==> src/hdl/square_integer_matrix_multiply_assert.svh <==
// Assertion macros shared by the matrix multiply RTL.
// Depends on nothing; files that check their own logic include it.
`ifndef SQUARE_INTEGER_MATRIX_MULTIPLY_ASSERT_SVH
`define SQUARE_INTEGER_MATRIX_MULTIPLY_ASSERT_SVH

// Same-cycle implication, disabled during reset.
`define SIMM_ASSERT_NOW(lbl, clk, rst, ante, cons, msg) \
  lbl: assert property (@(posedge clk) disable iff (rst) (ante) |-> (cons)) \
    else $error(msg);

// Next-cycle implication, disabled during reset.
`define SIMM_ASSERT_NEXT(lbl, clk, rst, ante, cons, msg) \
  lbl: assert property (@(posedge clk) disable iff (rst) (ante) |=> (cons)) \
    else $error(msg);

`endif

==> src/hdl/simm_pkg.sv <==
// Shared types and constants of the square integer matrix multiply.
// Depends on nothing; used by simm_mac, simm_ctrl and the top level.
package simm_pkg;

  localparam int IDX_W  = 4;
  localparam int DIM_W  = 5;
  localparam int DATA_W = 32;

  localparam logic [1:0] CMD_LOAD_A  = 2'd0;
  localparam logic [1:0] CMD_LOAD_B  = 2'd1;
  localparam logic [1:0] CMD_PRODUCT = 2'd2;

  localparam logic [DIM_W-1:0] DIM_RESET = 5'd16;

  typedef struct packed {
    logic [1:0]              command;
    logic [IDX_W-1:0]        row_index;
    logic [IDX_W-1:0]        col_index;
    logic signed [DATA_W-1:0] element_value;
  } item_t;

  typedef struct packed {
    logic signed [DATA_W-1:0] product_value;
    logic [IDX_W-1:0]         out_row;
    logic [IDX_W-1:0]         out_col;
  } result_t;

  typedef struct packed {
    logic clear;
    logic term_valid;
  } mac_ctl_t;

endpackage

==> src/hdl/simm_mac.sv <==
// Shared multiply-accumulate unit: registered product, then wrapping sum.
// Depends on simm_pkg.
module simm_mac (
  input  logic                          clk,
  input  logic                          rst,
  input  simm_pkg::mac_ctl_t            ctl,
  input  logic [simm_pkg::DATA_W-1:0]   a_data,
  input  logic [simm_pkg::DATA_W-1:0]   b_data,
  output logic [simm_pkg::DATA_W-1:0]   acc,
  output logic                          pipe_busy
);

  logic [simm_pkg::DATA_W-1:0] prod;
  logic                        mul_v;

  always_ff @(posedge clk) begin
    if (rst) begin
      mul_v <= 1'b0;
    end else begin
      mul_v <= ctl.term_valid;
    end
  end

  always_ff @(posedge clk) begin
    prod <= a_data * b_data;
    if (ctl.clear) begin
      acc <= '0;
    end else if (mul_v) begin
      acc <= acc + prod;
    end
  end

  assign pipe_busy = mul_v;

endmodule

==> config.mk <==
export PLATFORM = sky130hd
export DESIGN_NAME = simm_mac
export DESIGN_NICKNAME = d
export VERILOG_FILES = /design/src/hdl/square_integer_matrix_multiply_assert.svh /design/src/hdl/simm_pkg.sv /design/src/hdl/simm_mac.sv
export SDC_FILE = /design/constraint.sdc
export NUM_CORES = 1
export LEC_CHECK = 0
export ABC_AREA = 1
export BUFFER_PORTS_ARGS = -buffer_cell sky130_fd_sc_hd__buf_2
export CORE_UTILIZATION = 46
export CTS_BUF_LIST = sky130_fd_sc_hd__clkbuf_2
export CTS_CLUSTER_DIAMETER = 100
export CTS_CLUSTER_SIZE = 8
export DETAILED_ROUTE_END_ITERATION = 10
export PLACE_DENSITY_LB_ADDON = 0.3
export SYNTH_ARGS = -nofsm -noshare
export SYNTH_HDL_FRONTEND = slang
export SYNTH_SLANG_ARGS = --single-unit
==> constraint.sdc <==
create_clock -name clk -period 7.9 [get_ports clk]
set_input_delay 1.185 -clock clk [delete_from_list [all_inputs] [get_ports clk]]
set_output_delay 1.185 -clock clk [all_outputs]
set_load 0.02 [all_outputs]
# [Word level (Yosys, flattened, before mapping)]
# Index checks and enable logic that the tools add are counted.
[totals] wordCells=5 register_bits=65 latch_bits=0 input_bits=68 ramBits=0 mem_bits_ro=0 mem_count=0 output_inout_bits=33
[classes] n_eq_ne=0 n_bitwise=0 magnitude_cmp=0 n_reduce_logical=0 muxes=0 div=0 addsub=1 shifts=0 multipliers=1
[op_table] cell="$add 32x32->32" count=1
[op_table] cell="$mul 32x32->32" count=1

# [Longest topological paths before layout]
[depth] word_depth=1 depth_mapped=29 depth_no_buf=28

# [Worst setup path before layout]
# Ideal clock, no wire load.
[synth_timing] path_kind="in2reg" from="input b_data[12] (netlist name)" to="register prod[31] (netlist name)" setup_slack_ps=687 arrival_time_ps=7100 path_buffers=2 required_ps=7787 setup_ps=113 path_stages=26 cell_sequence="clkbuf_1 buf_1 nand2_1 fa_1 inv_1 fa_1 inv_1 fa_1 inv_1 fa_1 inv_1 fa_1 inv_1 fa_1 fa_1 fa_1 ha_1 nand2_1 inv_1 nand3_1 nor3_1 nand3_1 nand3_1 a31oi_1 nand3_1 nand2_1"
[synth_via] elab_chain_len=1
[synth_lines] item="from (decl)" line_no="simm_mac.sv:8" source="input logic [simm_pkg::DATA_W-1:0] b_data,"
[synth_lines] item="$mul 32x32->32" line_no="simm_mac.sv:25" source="prod <= a_data * b_data;"
[synth_lines] item="to (signal assigned)" line_no="simm_mac.sv:25"
[synth_lines] item="to (decl)" line_no="simm_mac.sv:13" source="logic [simm_pkg::DATA_W-1:0] prod;"
# Every way passes these cells.
# A chain may end at the register's enable or synchronous reset.

# [Final worst setup path]
[layout_timing] from="input b_data[5] (netlist name)" to="register prod[25] (netlist name)"
# The elaborated chain is that of the path after synthesis.

==> PnR_summary.wiki <==
{| class="wikitable"
! Metric !! Value
|-
| Endpoint of the most critical setup path || prod[25]$_DFF_P_
|-
| Actual transition at the worst max-transition pin || 777.0 ps
|-
| GR Overflow Total || 0
|-
| Detail Route Antenna Nets || 0
|-
| Via count || 17060
|-
| Maximum number of pins on one net before global-route repair || 47
|-
| Critical R2R Launch || acc[0]$_SDFFE_PP0P_
|-
| Result of the run || complete, no violations
|-
| Register bit total from synthesis || 65
|-
| Number of buffers added on ports || 100
|-
| Highest clock rate || 140.5 MHz
|-
| Primary FF master, synth || sky130_fd_sc_hd__dfxtp_1
|-
| Critical Path Start || b_data[5]
|-
| Fillers || 4276
|-
| Required time of the worst setup path || 8340 ps
|-
| Cell accounting for the most synthesized area || sky130_fd_sc_hd__fa_1
|-
| Antenna violations before repair || 2
|-
| Routed WL per cell || 16.40 µm
|-
| Placement Setup Slack || 199.2 ps
|-
| Setup Buffers After CTS || 0
|-
| CTS tree || yes
|-
| Total of max-cap violations || 0
|-
| Share of Yosys cell area claimed by the top area cell type || 40.01%
|-
| Setup violations, final || 0
|-
| Gate count after technology mapping || 2804
|-
| Signed area change from the synthesized netlist to the final layout || 5.613%
|-
| Placer congestion estimate || 0.9616
|-
| Clock insertion delay at the later pin of the skew report || 520 ps
|-
| Commonest cells in the netlist || sky130_fd_sc_hd__inv_1 (821), sky130_fd_sc_hd__nand2_1 (779), sky130_fd_sc_hd__fa_1 (409)
|-
| Master cell of the clock root buffer || sky130_fd_sc_hd__clkbuf_2
|-
| Gates resized, CTS repair || 0
|-
| Crit path arrival time || 7560 ps
|-
| Warning count from the yosys run || 0
|-
| Chip height || 212.9 µm
|-
| Share of cells above drive strength 1 || 5.959%
|-
| Global-route wire length before repair || 91400 µm
|-
| Violation count after the first detailed-routing iteration || 1110
|-
| Starting Density || 47.09%
|-
| Number of enable flip-flop cells after synthesis || 0
|-
| Classification of the worst-slack hold path || flop to flop
|-
| Die W || 212.9 µm
|-
| Netlist area before placement || 20460 µm²
|-
| Fin crit share || 90.12%
|-
| Clk sink count || 65
|-
| Number of buffers on the longest clock path || 2
|-
| DR DRC count || 0
|-
| Combined flip-flop and latch cell area || 1301 µm²
|-
| Number of buffers created by CTS || 9
|-
| Dpl hpwl || 48110 µm
|-
| Number of hold violations in the final report || 0
|-
| Standard cell core area || 43460 µm²
|-
| Drt total wl || 56130 µm
|-
| Hold_buf cts || 0
|-
| Largest clock skew in the final design || 34.20 ps
|-
| Via count of the first global-routing pass || 17890
|-
| Category of the critical setup timing path || input pin to flop
|-
| Net count of the mapped netlist || 3435
|-
| Clock Pin Slew Worst Setup and Hold Paths || 200 ps
|-
| NumNets Final || 3462
|-
| Top-Level Pins || 101
|-
| Share of the core filled with cells in the final layout || 49.73%
|-
| Smallest setup slack after layout || 780.8 ps
|-
| First-pass iteration count of the detailed router || 7
|-
| R2R setup slack || 5180 ps
|-
| Most numerous cell in the Yosys netlist || sky130_fd_sc_hd__inv_1
|-
| CTS H-Tree Depth || 3
|-
| Sum Neg Setup Slack || 0 ps
|-
| Die area || 45330 µm²
|-
| Part of the Yosys area used for sequential elements || 6.359%
|-
| Logic depth of the worst register-to-register path || 15
|-
| End of the worst register-to-register path || acc[26]$_SDFFE_PP0P_
|-
| Yosys cell types || 44
|-
| Global routing usage summed across all routing layers || 26.33%
|-
| CP Launch Type || input pin
|-
| Area of the multi-input gates || 15600 µm²
|-
| Fraction of registers with async set or reset after synthesis || 0%
|-
| Peak fanout along the critical path || 18
|-
| Post-layout min period || 7119 ps
|-
| Drt via density || 4.983
|-
| Endpoint type of the worst setup path || flop
|-
| Unrepaired setup endpoints after global routing || no
|-
| Max-slew headroom at the worst pin || 48.20%
|-
| Area contributors post-synth || sky130_fd_sc_hd__fa_1 (40%), sky130_fd_sc_hd__inv_1 (15%), sky130_fd_sc_hd__nand2_1 (14%)
|-
| Average cell area after synthesis || 7.297 µm²
|-
| Number of placement rows || 76
|-
| Final count of pins violating max slew || 0
|}
==> cell type report <==
cell class                      instances  area share, %
Clock inverter                          7         0.4748
Clock buffer                            9         0.2084
Multi-Input combinational cell       1801          72.18
Tap cell                              585          3.387
Inverter                              822          14.28
Timing Repair Buffer                  132          3.428
Antenna cell                            2        0.02316
Sequential cell                        65          6.021
==> placed cells by master (no fill, tap or decap), types with 3 or more instances in the layout <==
cell and n:
sky130_fd_sc_hd__a21boi_0 4, sky130_fd_sc_hd__a21o_1 9, sky130_fd_sc_hd__a21oi_1 66, sky130_fd_sc_hd__a31oi_1 5, sky130_fd_sc_hd__buf_2 100, sky130_fd_sc_hd__buf_4 32, sky130_fd_sc_hd__clkbuf_2 9, sky130_fd_sc_hd__clkinv_4 3
sky130_fd_sc_hd__dfxtp_1 65, sky130_fd_sc_hd__fa_1 409, sky130_fd_sc_hd__ha_1 154, sky130_fd_sc_hd__inv_1 821, sky130_fd_sc_hd__nand2_1 779, sky130_fd_sc_hd__nand2_2 6, sky130_fd_sc_hd__nand3_1 81, sky130_fd_sc_hd__nand3b_1 8
sky130_fd_sc_hd__nand4_1 13, sky130_fd_sc_hd__nor2_1 113, sky130_fd_sc_hd__nor3_1 12, sky130_fd_sc_hd__o211ai_1 6, sky130_fd_sc_hd__o21a_1 6, sky130_fd_sc_hd__o21ai_0 52, sky130_fd_sc_hd__o21ai_1 4, sky130_fd_sc_hd__o21bai_1 3
sky130_fd_sc_hd__o221ai_1 4, sky130_fd_sc_hd__xnor2_1 11, sky130_fd_sc_hd__xor2_1 36
==> cell families (layout without fill, tap and decap cells) <==
| logic type | count (synthesis) | in the layout | synth area share, % |
|---|---|---|---|
| AOI/OAI and AO/OA | 172 | 172 | 5.020 |
| xor gates and xnor gates | 47 | 47 | 2.012 |
| adders and majority gates | 563 | 563 | 49.43 |
| buffers and inverters | 938 | 970 | 17.41 |
| DFF | 65 | 65 | 6.359 |
| other | 0 | 2 | 0 |
| and+or+nand+nor | 1019 | 1019 | 19.77 |
==> layer usage <==
metal	wire [µm]	up-vias	global-route usage (%)
li1	-	8052	-
met5	0	-	0
met3	2892	127	2.353
met4	2927	0	12.78
met2	27700	523	46.61
met1	22610	8355	32.14
==> worst min path at each step <==
stage | startpoint | end | cells past startpoint
finish | acc[31]$_SDFFE_PP0P_ | acc[31]$_SDFFE_PP0P_ | 2
global route | acc[31]$_SDFFE_PP0P_ | acc[31]$_SDFFE_PP0P_ | 2
CTS | acc[31]$_SDFFE_PP0P_ | acc[31]$_SDFFE_PP0P_ | 2
detailed placement | acc[31]$_SDFFE_PP0P_ | acc[31]$_SDFFE_PP0P_ | 2
global placement | acc[31]$_SDFFE_PP0P_ | acc[31]$_SDFFE_PP0P_ | 2
floorplan | prod[0]$_DFF_P_ | acc[0]$_SDFFE_PP0P_ | 3
==> through the flow <==
stage / hold WS, ps / instances / area (µm²)
4_1_cts: 539.7 / 3421 / 21610
5_1_grt: 576.8 / 3423 / 21610
3_5_place_dp: 516.3 / 3405 / 21460
2_1_floorplan: 540.8 / 2804 / 20460
3_3_place_gp: 512.1 / 3405 / 21460
6_report: 537.1 / 3423 / 21610
==> registers in the layout (all words and copies together), names as in the netlist <==
name,cells
pipe_busy,1
acc,32
prod,32
==> critical path, cell delays in order <==
cell and delay (ps):
sky130_fd_sc_hd__buf_2 270, sky130_fd_sc_hd__buf_4 230, sky130_fd_sc_hd__nand2_1 60, sky130_fd_sc_hd__inv_1 60, sky130_fd_sc_hd__fa_1 450, sky130_fd_sc_hd__fa_1 470
sky130_fd_sc_hd__fa_1 560, sky130_fd_sc_hd__inv_1 60, sky130_fd_sc_hd__fa_1 470, sky130_fd_sc_hd__inv_1 50, sky130_fd_sc_hd__fa_1 500, sky130_fd_sc_hd__inv_1 60
sky130_fd_sc_hd__fa_1 530, sky130_fd_sc_hd__inv_1 50, sky130_fd_sc_hd__fa_1 490, sky130_fd_sc_hd__fa_1 410, sky130_fd_sc_hd__ha_1 360, sky130_fd_sc_hd__nand2_1 90
sky130_fd_sc_hd__inv_1 70, sky130_fd_sc_hd__nand3_1 90, sky130_fd_sc_hd__nor3_1 270, sky130_fd_sc_hd__nand4_1 150, sky130_fd_sc_hd__nand3_1 150, sky130_fd_sc_hd__a21o_1 180
sky130_fd_sc_hd__nand2_1 60, sky130_fd_sc_hd__nand2_1 70, sky130_fd_sc_hd__xor2_1 170
Power is not shown: default switching activity piles up to over one toggle a cycle in this logic, so the estimate is an artifact.
