===== src/hdl/square_integer_matrix_multiply_assert.svh =====
// Assertion macros shared by the matrix multiply RTL.
// Depends on nothing; files that check their own logic include it.
`ifndef SQUARE_INTEGER_MATRIX_MULTIPLY_ASSERT_SVH
`define SQUARE_INTEGER_MATRIX_MULTIPLY_ASSERT_SVH

// Same-cycle implication, disabled during reset.
`define SIMM_ASSERT_NOW(lbl, clk, rst, ante, cons, msg) \
  lbl: assert property (@(posedge clk) disable iff (rst) (ante) |-> (cons)) \
    else $error(msg);

// Next-cycle implication, disabled during reset.
`define SIMM_ASSERT_NEXT(lbl, clk, rst, ante, cons, msg) \
  lbl: assert property (@(posedge clk) disable iff (rst) (ante) |=> (cons)) \
    else $error(msg);

`endif


===== src/hdl/simm_pkg.sv =====
// Shared types and constants of the square integer matrix multiply.
// Depends on nothing; used by simm_mac, simm_ctrl and the top level.
package simm_pkg;

  localparam int IDX_W  = 4;
  localparam int DIM_W  = 5;
  localparam int DATA_W = 32;

  localparam logic [1:0] CMD_LOAD_A  = 2'd0;
  localparam logic [1:0] CMD_LOAD_B  = 2'd1;
  localparam logic [1:0] CMD_PRODUCT = 2'd2;

  localparam logic [DIM_W-1:0] DIM_RESET = 5'd16;

  typedef struct packed {
    logic [1:0]              command;
    logic [IDX_W-1:0]        row_index;
    logic [IDX_W-1:0]        col_index;
    logic signed [DATA_W-1:0] element_value;
  } item_t;

  typedef struct packed {
    logic signed [DATA_W-1:0] product_value;
    logic [IDX_W-1:0]         out_row;
    logic [IDX_W-1:0]         out_col;
  } result_t;

  typedef struct packed {
    logic clear;
    logic term_valid;
  } mac_ctl_t;

endpackage


===== src/hdl/simm_ctrl.sv =====
// Sequencer: dimension register, load decode, term counter, drain, result strobe.
// Depends on simm_pkg and square_integer_matrix_multiply_assert.svh.
`include "square_integer_matrix_multiply_assert.svh"

module simm_ctrl #(
  parameter int MAX_DIM = 16
) (
  input  logic                         clk,
  input  logic                         rst,
  input  logic                         start,
  input  simm_pkg::item_t              item,
  input  logic                         matrix_dim_we,
  input  logic [simm_pkg::DIM_W-1:0]   matrix_dim_wdata,
  input  logic                         mac_busy,
  output logic                         busy,
  output logic                         done,
  output simm_pkg::mac_ctl_t           mac_ctl,
  output logic                         we_a,
  output logic                         we_b,
  output logic [2*$clog2(MAX_DIM)-1:0] waddr,
  output logic [2*$clog2(MAX_DIM)-1:0] raddr_a,
  output logic [2*$clog2(MAX_DIM)-1:0] raddr_b,
  output logic [simm_pkg::IDX_W-1:0]   out_row,
  output logic [simm_pkg::IDX_W-1:0]   out_col
);

  localparam int AW    = $clog2(MAX_DIM);
  localparam int CNT_W = AW + 1;

  typedef enum logic [3:0] {
    S_IDLE  = 4'b0001,
    S_RUN   = 4'b0010,
    S_DRAIN = 4'b0100,
    S_DONE  = 4'b1000
  } state_t;

  state_t                     state, state_next;
  logic [simm_pkg::DIM_W-1:0] matrix_dim;
  logic [CNT_W-1:0]           eff_dim;
  logic [CNT_W-1:0]           k, k_next;
  logic [simm_pkg::IDX_W-1:0] row_q, col_q;
  logic                       rd_v;
  logic                       accept, in_store, req;

  always_ff @(posedge clk) begin
    if (rst) begin
      matrix_dim <= simm_pkg::DIM_RESET;
    end else if (matrix_dim_we) begin
      matrix_dim <= matrix_dim_wdata;
    end
  end

  assign eff_dim = (int'(matrix_dim) > MAX_DIM) ? CNT_W'(MAX_DIM) : CNT_W'(matrix_dim);

  assign busy     = (state != S_IDLE);
  assign accept   = start && !busy;
  assign in_store = (int'(item.row_index) < MAX_DIM) && (int'(item.col_index) < MAX_DIM);
  assign req      = accept && (item.command == simm_pkg::CMD_PRODUCT);

  assign we_a  = accept && in_store && (item.command == simm_pkg::CMD_LOAD_A);
  assign we_b  = accept && in_store && (item.command == simm_pkg::CMD_LOAD_B);
  assign waddr = {AW'(item.row_index), AW'(item.col_index)};

  assign raddr_a = {AW'(row_q), k[AW-1:0]};
  assign raddr_b = {k[AW-1:0], AW'(col_q)};

  assign mac_ctl.clear      = req;
  assign mac_ctl.term_valid = rd_v;

  always_comb begin
    state_next = state;
    k_next     = k;
    case (state)
      S_IDLE: begin
        k_next = '0;
        if (req) begin
          if (in_store && (eff_dim != '0)) begin
            state_next = S_RUN;
          end else begin
            state_next = S_DONE;
          end
        end
      end
      S_RUN: begin
        k_next = k + 1'b1;
        if (k_next == eff_dim) begin
          state_next = S_DRAIN;
        end
      end
      S_DRAIN: begin
        if (!rd_v && !mac_busy) begin
          state_next = S_DONE;
        end
      end
      S_DONE: begin
        state_next = S_IDLE;
      end
      default: begin
        state_next = S_IDLE;
      end
    endcase
  end

  always_ff @(posedge clk) begin
    if (rst) begin
      state <= S_IDLE;
      rd_v  <= 1'b0;
      k     <= '0;
    end else begin
      state <= state_next;
      rd_v  <= (state == S_RUN);
      k     <= k_next;
    end
  end

  always_ff @(posedge clk) begin
    if (req) begin
      row_q <= item.row_index;
      col_q <= item.col_index;
    end
  end

  assign done    = (state == S_DONE);
  assign out_row = row_q;
  assign out_col = col_q;

  `SIMM_ASSERT_NEXT(a_done_single, clk, rst, done, !done, "result strobe held over two cycles")
  `SIMM_ASSERT_NOW(a_done_busy, clk, rst, done, busy, "result strobe while idle")
  `SIMM_ASSERT_NEXT(a_req_busy, clk, rst, req, busy, "product transfer did not raise busy")
  `SIMM_ASSERT_NOW(a_term_state, clk, rst, rd_v, (state == S_DRAIN) || (state == S_RUN),
                   "term valid outside compute")

endmodule


===== config.mk =====
export PLATFORM = sky130hd
export DESIGN_NAME = simm_ctrl
export DESIGN_NICKNAME = d
export VERILOG_FILES = /design/src/hdl/simm_pkg.sv /design/src/hdl/simm_ctrl.sv
export VERILOG_INCLUDE_DIRS = /design/src /design/src/hdl
export SDC_FILE = /design/constraint.sdc
export NUM_CORES = 1
export LEC_CHECK = 0
export ABC_AREA = 1
export BUFFER_PORTS_ARGS = -buffer_cell sky130_fd_sc_hd__buf_4
export CAP_MARGIN = 15
export CORE_MARGIN = 5
export CORE_UTILIZATION = 44
export CTS_CLUSTER_DIAMETER = 100
export DETAILED_ROUTE_END_ITERATION = 8
export HOLD_SLACK_MARGIN = 0.08
export MAX_ROUTING_LAYER = met4
export PLACE_DENSITY = 0.85
export SYNTH_ARGS = -nofsm -noshare
export SYNTH_HDL_FRONTEND = slang
export SYNTH_SLANG_ARGS = --single-unit

===== constraint.sdc =====
create_clock -name clk -period 4.9 [get_ports clk]
set_clock_uncertainty 0.2 [all_clocks]
set_input_delay 0.735 -clock clk [delete_from_list [all_inputs] [get_ports clk]]
set_output_delay 0.735 -clock clk [all_outputs]
set_load 0.005 [all_outputs]

### After elaboration in Yosys (flattened, before gate mapping)

Cells that the tools add are included.
Widths: inputs -> output; s select.

| operators by class | value |
|---|---|
| muxes and demuxes | 7 |
| $lt $le $gt $ge | 1 |
| $add $sub $neg | 1 |
| equality and inequality tests | 11 |
| reduce and logical (&&, ||, !) cells | 12 |

Operator list:

| kind | number |
|---|---|
| $mux 4 | 4 |
| $pmux 4 s3 | 1 |
| $pmux 5 s2 | 1 |
| $ne 2x2->1 const B | 3 |
| $add 5x1->5 const B | 1 |
| $eq 5x5->1 | 1 |
| $gt 5x5->1 const B | 1 |
| $logic_and 1x1->1 | 5 |
| $mux 5 | 1 |
| $reduce_bool 5->1 | 1 |
| $eq 4x1->1 const B | 1 |
| $eq 4x2->1 const B | 1 |
| $eq 4x3->1 const B | 1 |
| $eq 4x4->1 const B | 1 |
| $ne 4x1->1 const B | 1 |
| $logic_not 1->1 | 3 |
| $reduce_and 3->1 | 1 |
| $eq 2x1->1 const B | 1 |
| $eq 2x2->1 const B | 1 |
| $logic_not 2->1 | 1 |
| $reduce_bool 2->1 | 1 |

| storage, ports and cells | value |
|---|---|
| bits in registers | 23 |
| output and inout bits | 38 |
| logic and storage cells | 38 |
| input bits | 52 |

### Longest topological paths before layout

Gate-level depths: netlist of the first run.

| logic depth | value |
|---|---|
| word-level depth | 6 |
| depth in mapped cells | 13 |
| gate-level depth less buffers | 13 |

### Worst setup path before layout of the first run

No wires, ideal clock.

| path | value |
|---|---|
| kind | in2out |
| from | in item[40] (netlist bit) |
| to | out mac_ctl[1] (netlist bit) |
| cell stages on the path | 4 |
| arrival time | 1.516 ns |
| setup slack | 2.449 ns |
| cells stage by stage | inv_1 nand2_1 nor2_1 buf_4 |

| between the ends | value |
|---|---|
| longest elaborated chain between the ends | 2 |

Ends and longest elaborated chain:

| element | RTL line | text |
|---|---|---|
| start: declaration | simm_ctrl.sv:11 | `input simm_pkg::item_t item,` |
| $eq 2x2->1 | simm_ctrl.sv:58 | `assign req = accept && (item.command == simm_pkg::CMD_PRODUCT);` |
| $logic_and 1x1->1 | simm_ctrl.sv:58 |  |
| end: declaration | simm_ctrl.sv:17 | `output simm_pkg::mac_ctl_t mac_ctl,` |

No other way between the ends.

==> out/qor.yml, run 1 <==
routing:
  wl_per_cell_um: 12.4
  drt_iter0_markers: 26
  drt_pass1_iterations: 4
  via_count: 1085
  via_per_inst: 4.89
  postRouteAntennaNets: 0
  drc: 0
  drt_wl_total_mm: 2.75
layout:
  synthToLayoutAreaGrowth_pct: 22.2
  final_cells: 222
  post-route-util_pct: 57.0
  antenna_cells: 0
  drive_above_1_share_pct: 39.3
  fin_nets: 245
  register_area_um2: 541
  multi_input_area_um2: 468
  fill_cells: 246
logic_synthesis:
  synth_common_cells: "buf_4 (26), nand2_1 (25), inv_1 (20)"
  netlist_area_mm2: 0.00130
  yosys_warnings: 0
  synthMuxAreaShare_pct: 0
  avgSynthCellArea_um2: 8.26
  synth_top_area_share_pct: 23.1
  synth_edf_count: 8
  synth_xor_area_share_pct: 0
  synth_area_leaders: "dfxtp_1 (23%), edfxtp_1 (19%), buf_4 (15%)"
  synthCells: 157
  synth-compound-area-share_pct: 10.4
  ys_ff_latch: 23
  synth_top_area_cell: "dfxtp_1"
  synth_top_family_by_area: "simple AND/OR/NAND/NOR gates"
  yosys.area_share.simple_pct: 24.7
  syn-num-nets: 210
  synthAdderAreaFrac_pct: 0.964
  ys_seq_area_share_pct: 41.7
  async_flop_share_pct: 0
  post-synth-top-count-cell: "buf_4"
  synth_cell_types: 25
  ys.flop_type: "dfxtp_1"
timing:
  hold_viol_final: 0
  finalCritPeriodShare_pct: 59.0
  max_slew_margin_pct: 50.4
  rsz0062_at_grt: "no"
  tns_ns: 0
  finalSetupViolCount: 0
  hold_ws_ns: 0.291
  period_needed_ns: 2.89
  worst_pin_slew_ns: 0.741
  slew_violations: 0
  max_freq_ghz: 0.346
setup_path:
  worst_path_largest_cell_delay_ns: 0.58
  crit_required_ns: 3.96
  crit_slowest_cell: "nor2_1"
  r2r_end: "out_col[2]"
  cp.arrival_ns: 1.96
  cp_cell_sequence: "nor2_4 > nand3_4 > inv_1 > nand2_1 > nor2_1 > buf_4"
  reg2reg_slack_ns: 2.94
  endpoint_kind: "primary output"
  r2r_cells: 5
  crit_fanout: 9
  cp-startpoint: "state[2]"
  r2r-start: "state[2]"
  crit_type: "reg -> out"
  start_kind: "flip-flop"
worst_hold_path:
  worstHoldStart: "k[4]"
  min_to: "k[4]"
  holdPathStages: 2
  worstHoldPathType: "reg -> reg"
floorplan:
  dieHeight_um: 64.3
  die_w_um: 64.3
  initial_core_util_pct: 46.6
  die_area_mm2: 0.00414
  rows: 19
  coreArea_mm2: 0.00278
  ios: 90
pwr:
  power.density_mw_per_mm2: 285
  power.total_mw: 0.452
  p_leak_nw: 0.734
  peakVddDrop_mv: 0.244
clock_network:
  postCtsSetupRepairBufs: 0
  htree_levels: 1
  cts_inserted_buffers: 3
  clock_path_buffers: 2
  cts.sinks: 23
  cts_tree: "built"
  cts_hold_buf: 0
  cts_resized: 0
  clock_tree.root_cell: "clkbuf_4"
  clock_latency_ns: 0.32
  cts.clk_slew.worst_paths_ns: 0.13
place:
  io_buffers: 57
  routabilityCongestion: 0.802
  dpl.cell_count: 218
  place_hpwl_mm: 2.23
run:
  cap_violations: 0
grt:
  grt_pass1_wl_mm: 4.41
  grt_antenna_before_repair: 0
  grt.overflow.total: 0
  grt_pass1_vias: 1012
  grt_max_degree: 14
  track_usage_pct: 13.7
status:
  status: "finished, final reports clean"
## metal layers
metal / part of all wire [%] / GRT usage (%)
met5: 0 / -
met4: 2.3 / 9.16
met3: 7.4 / 1.75
met2: 52 / 23.1
met1: 38 / 14.8
## cell usage in the layout, fill, tap and decap left out
| cell | Yosys | routed |
|---|---|---|
| inv_2 | 2 | 2 |
| o21ai_0 | 7 | 7 |
| nand2_1 | 25 | 25 |
| nor4_1 | 1 | 1 |
| a31oi_4 | 1 | 1 |
| clkinv_2 | 0 | 1 |
| inv_1 | 20 | 20 |
| nor2_1 | 12 | 12 |
| a21oi_1 | 10 | 10 |
| dfxtp_1 | 15 | 15 |
| ha_1 | 1 | 1 |
| nand3_2 | 3 | 3 |
| buf_4 | 26 | 57 |
| clkbuf_4 | 0 | 3 |
| nor2_4 | 2 | 2 |
| o21ai_1 | 2 | 2 |
| edfxtp_1 | 8 | 8 |
| nand2_2 | 2 | 2 |
| a211o_1 | 1 | 1 |
| nor3_1 | 2 | 2 |
| nand3_4 | 1 | 1 |
| nor2_2 | 3 | 3 |
| nand3b_1 | 1 | 1 |
| nand3_1 | 5 | 5 |
| a32o_1 | 1 | 1 |
| nand4_1 | 5 | 5 |
## cells by family (layout without fill, tap and decap cells)
family | count (synthesis) | in the layout
flops | 23 | 23
simple gates | 62 | 62
buf+inv | 49 | 83
compound gates | 22 | 22
fa+ha+maj | 1 | 1
## worst max-delay path: cells and delay by family, from the launching register on
family                 cells  cell delay, ns
buffers and inverters      2            0.32
DFF                        1            0.38
and+or+nand+nor            4            0.94
## through the flow
stage          setup slack, ns  instance area, µm²
2_1_floorplan             2.45                1300
3_3_place_gp              2.17                1560
3_5_place_dp              2.11                1560
4_1_cts                   1.99                1590
5_1_grt                   1.87                1590
6_report                  2.01                1590
## registers in the layout, summed over array words and instances (netlist names)
name / count
k: 5
matrix_dim: 5
out_col: 4
out_row: 4
rd_v: 1
state: 4
## worst max path at each step
stage                             to  slack [ns]  cells past startpoint
final                     mac_ctl[1]        2.01                      6
after global routing      mac_ctl[1]        1.87                      6
after CTS                 mac_ctl[1]        1.99                      6
after detailed placement  mac_ctl[1]        2.11                      5
after global placement    mac_ctl[1]        2.17                      5
after floorplan           mac_ctl[1]        2.45                      4
## power by group
group / switching (mW) / internal, mW
Combinational: 0.0757 / 0.0617
Sequential: 0.0120 / 0.212
Clock: 0.0602 / 0.0306
Total: 0.148 / 0.304
## area by class of cell
class	instances	area share [%]
Timing Repair Buffer	57	27.0
Clock buffer	3	1.42
Inverter	22	5.21
Sequential cell	23	34.1
Multi-Input combinational cell	85	29.5
Clock inverter	1	0.316
Tap cell	31	2.45
(Power assumes the default switching activity.)
==> run 2, diff against run 1 <==
CORE_UTILIZATION = 37   (was 44)
PLACE_DENSITY = 0.76   (was 0.85)
clock period = 2.4 ns   (was 4.9 ns; I/O delays follow)
==> run 2 against run 1 <==
Compared with the run above:
- sequential cell count did not move
- non-clock buffer count rose by 14
- critical path type unchanged
- critical endpoint is now we_a
- critical path depth did not move
- hold slack got worse by 0.17 ns
- final area rose by 9.9%
- routed wire length rose by 5.9%
- die area rose by 16%
==> out/qor.yml, run 2 (synthesized netlist as in run 1, its figures left out) <==
status:
  status: "finished, final reports clean"  # unchanged
layout:
  drive_above_1_share_pct: 37.1  # was 39.3%
  antenna_cells: 0  # unchanged
  synthToLayoutAreaGrowth_pct: 34.2  # was 22.2%
  final_cell_mix: "buf_4 (58), nand2_1 (25), inv_1 (20), dfxtp_1 (15), dlygate4sd3_1 (13)"  # was buf_4 (57), nand2_1 (25), inv_1 (20), dfxtp_1 (15), nor2_1 (12)
  fin_nets: 259  # was 245
  top_regs: "k (5), matrix_dim (5)"  # unchanged
  layout_commonest_cell: "buf_4"  # unchanged
floorplan:
  die_area_mm2: 0.00479  # was 0.00414 mm²
  die_w_um: 69.2  # was 64.3 µm
  initial_core_util_pct: 38.6  # was 46.6%
  rows: 21  # was 19
  ios: 90  # unchanged
  dieHeight_um: 69.2  # was 64.3 µm
  coreArea_mm2: 0.00336  # was 0.00278 mm²
setup_path:
  crit_fanout: 5  # was 9
  crit_type: "reg -> out"  # unchanged
  crit_required_ns: 1.84  # was 3.96 ns
  cp.arrival_ns: 1.42  # was 1.96 ns
  endpoint_kind: "primary output"  # unchanged
  start_kind: "flip-flop"  # unchanged
routing:
  drt_wl_total_mm: 2.91  # was 2.75 mm
  drt_pass1_iterations: 4  # unchanged
  wl_per_cell_um: 11.6  # was 12.4 µm
  via_count: 1094  # was 1,085
  postRouteAntennaNets: 0  # unchanged
  drc: 0  # unchanged
  via_per_inst: 4.36  # was 4.89
  drt_iter0_markers: 29  # was 26
grt:
  grt_antenna_before_repair: 0  # unchanged
  grt_pass1_wl_mm: 4.78  # was 4.41 mm
  track_usage_pct: 12.4  # was 13.7%
  grt_max_degree: 14  # unchanged
  grt_pass1_vias: 1050  # was 1,012
  grt.overflow.total: 0  # unchanged
timing:
  hold_viol_final: 0  # unchanged
  slew_violations: 0  # unchanged
  period_needed_ns: 1.98
  tns_ns: 0  # unchanged
  max_slew_margin_pct: 80.9  # was 50.4%
  rsz0062_at_grt: "no"  # unchanged
  max_freq_ghz: 0.504
  worst_pin_slew_ns: 0.287  # was 0.741 ns
  finalSetupViolCount: 0  # unchanged
  finalCritPeriodShare_pct: 82.7
pwr:
  power.total_mw: 0.933  # was 0.452 mW
  peakVddDrop_mv: 0.293  # was 0.244 mV
  power.density_mw_per_mm2: 536  # was 285 mW/mm²
  p_leak_nw: 0.792  # was 0.734 nW
place:
  io_buffers: 57  # unchanged
  place_hpwl_mm: 2.19  # was 2.23 mm
  routabilityCongestion: 0.796  # was 0.802
clock_network:
  cts.sinks: 23  # unchanged
  cts_tree: "built"  # unchanged
  clock_tree.root_cell: "clkbuf_4"  # unchanged
  htree_levels: 1  # unchanged
  cts_inserted_buffers: 3  # unchanged
  cts.clk_slew.worst_paths_ns: 0.13  # about the same
  clock_latency_ns: 0.31  # was 0.32 ns
  clock_path_buffers: 2  # unchanged
  postCtsSetupRepairBufs: 0  # unchanged
worst_hold_path:
  worstHoldPathType: "in -> reg"  # was reg -> reg
run:
  cap_violations: 0  # unchanged
run 2: worst paths after layout:
check	depth (start not counted)	start	slack, ns	end
worst max-delay path	6	state[2]	0.42	we_a
worst min-delay path	3	matrix_dim_wdata[2]	0.12	matrix_dim[2]
worst max register to register	12	k[0]	0.57	state[1]
worst min register to register	2	k[4]	0.28	k[4]
run 2: stage by stage:
stage	utilization [%]	setup slack (ns)	cell area (µm²)	hold WS, ns	cells
floorplan	-	0.505	1300	0.249	157
global placement	47.1	0.616	1580	0.266	234
detailed placement	47.1	0.605	1580	0.269	234
CTS	51.8	0.378	1740	0.115	251
global route	51.8	0.259	1740	0.132	251
finish	51.8	0.416	1740	0.120	251
run 2: repair_timing:
item	in CTS	in global routing
hold endpoints to repair	15	0
hold buffers	13	0
resized for setup	0	0
endpoints found under the setup margin	0	0
run 2: power by group:
| part | total (mW) | switching (mW) | internal [mW] | leakage [nW] |
|---|---|---|---|---|
| sequential | 0.456 | 0.0234 | 0.433 | 0.196 |
| clock | 0.178 | 0.116 | 0.0622 | 0.0177 |
| combinational | 0.299 | 0.157 | 0.142 | 0.578 |
run 2: routing by layer:
| layer | up-vias | part of all wire (%) | track usage (%) |
|---|---|---|---|
| met5 | - | 0 | - |
| met4 | 0 | 1.4 | 6.72 |
| met3 | 2 | 4.6 | 2.17 |
| met2 | 29 | 52 | 21.1 |
| met1 | 482 | 42 | 13.8 |
| li1 | 581 | - | - |
run 2: critical path, cell delays in order, from the launching register on:
cell     delay [ns]
dfxtp_1        0.38
nor2_4         0.16
nand3_4        0.12
inv_1          0.10
nand2_1        0.08
nor3_1         0.14
buf_4          0.14
run 2: area by class of cell:
class | instances | area (µm²)
inverter | 22 | 82.6
tap | 46 | 57.6
clock buffer | 3 | 22.5
fill | 328 | 1620
multi-input combinational | 85 | 468
clock inverter | 1 | 5.00
sequential | 23 | 541
timing repair buffer | 71 | 566
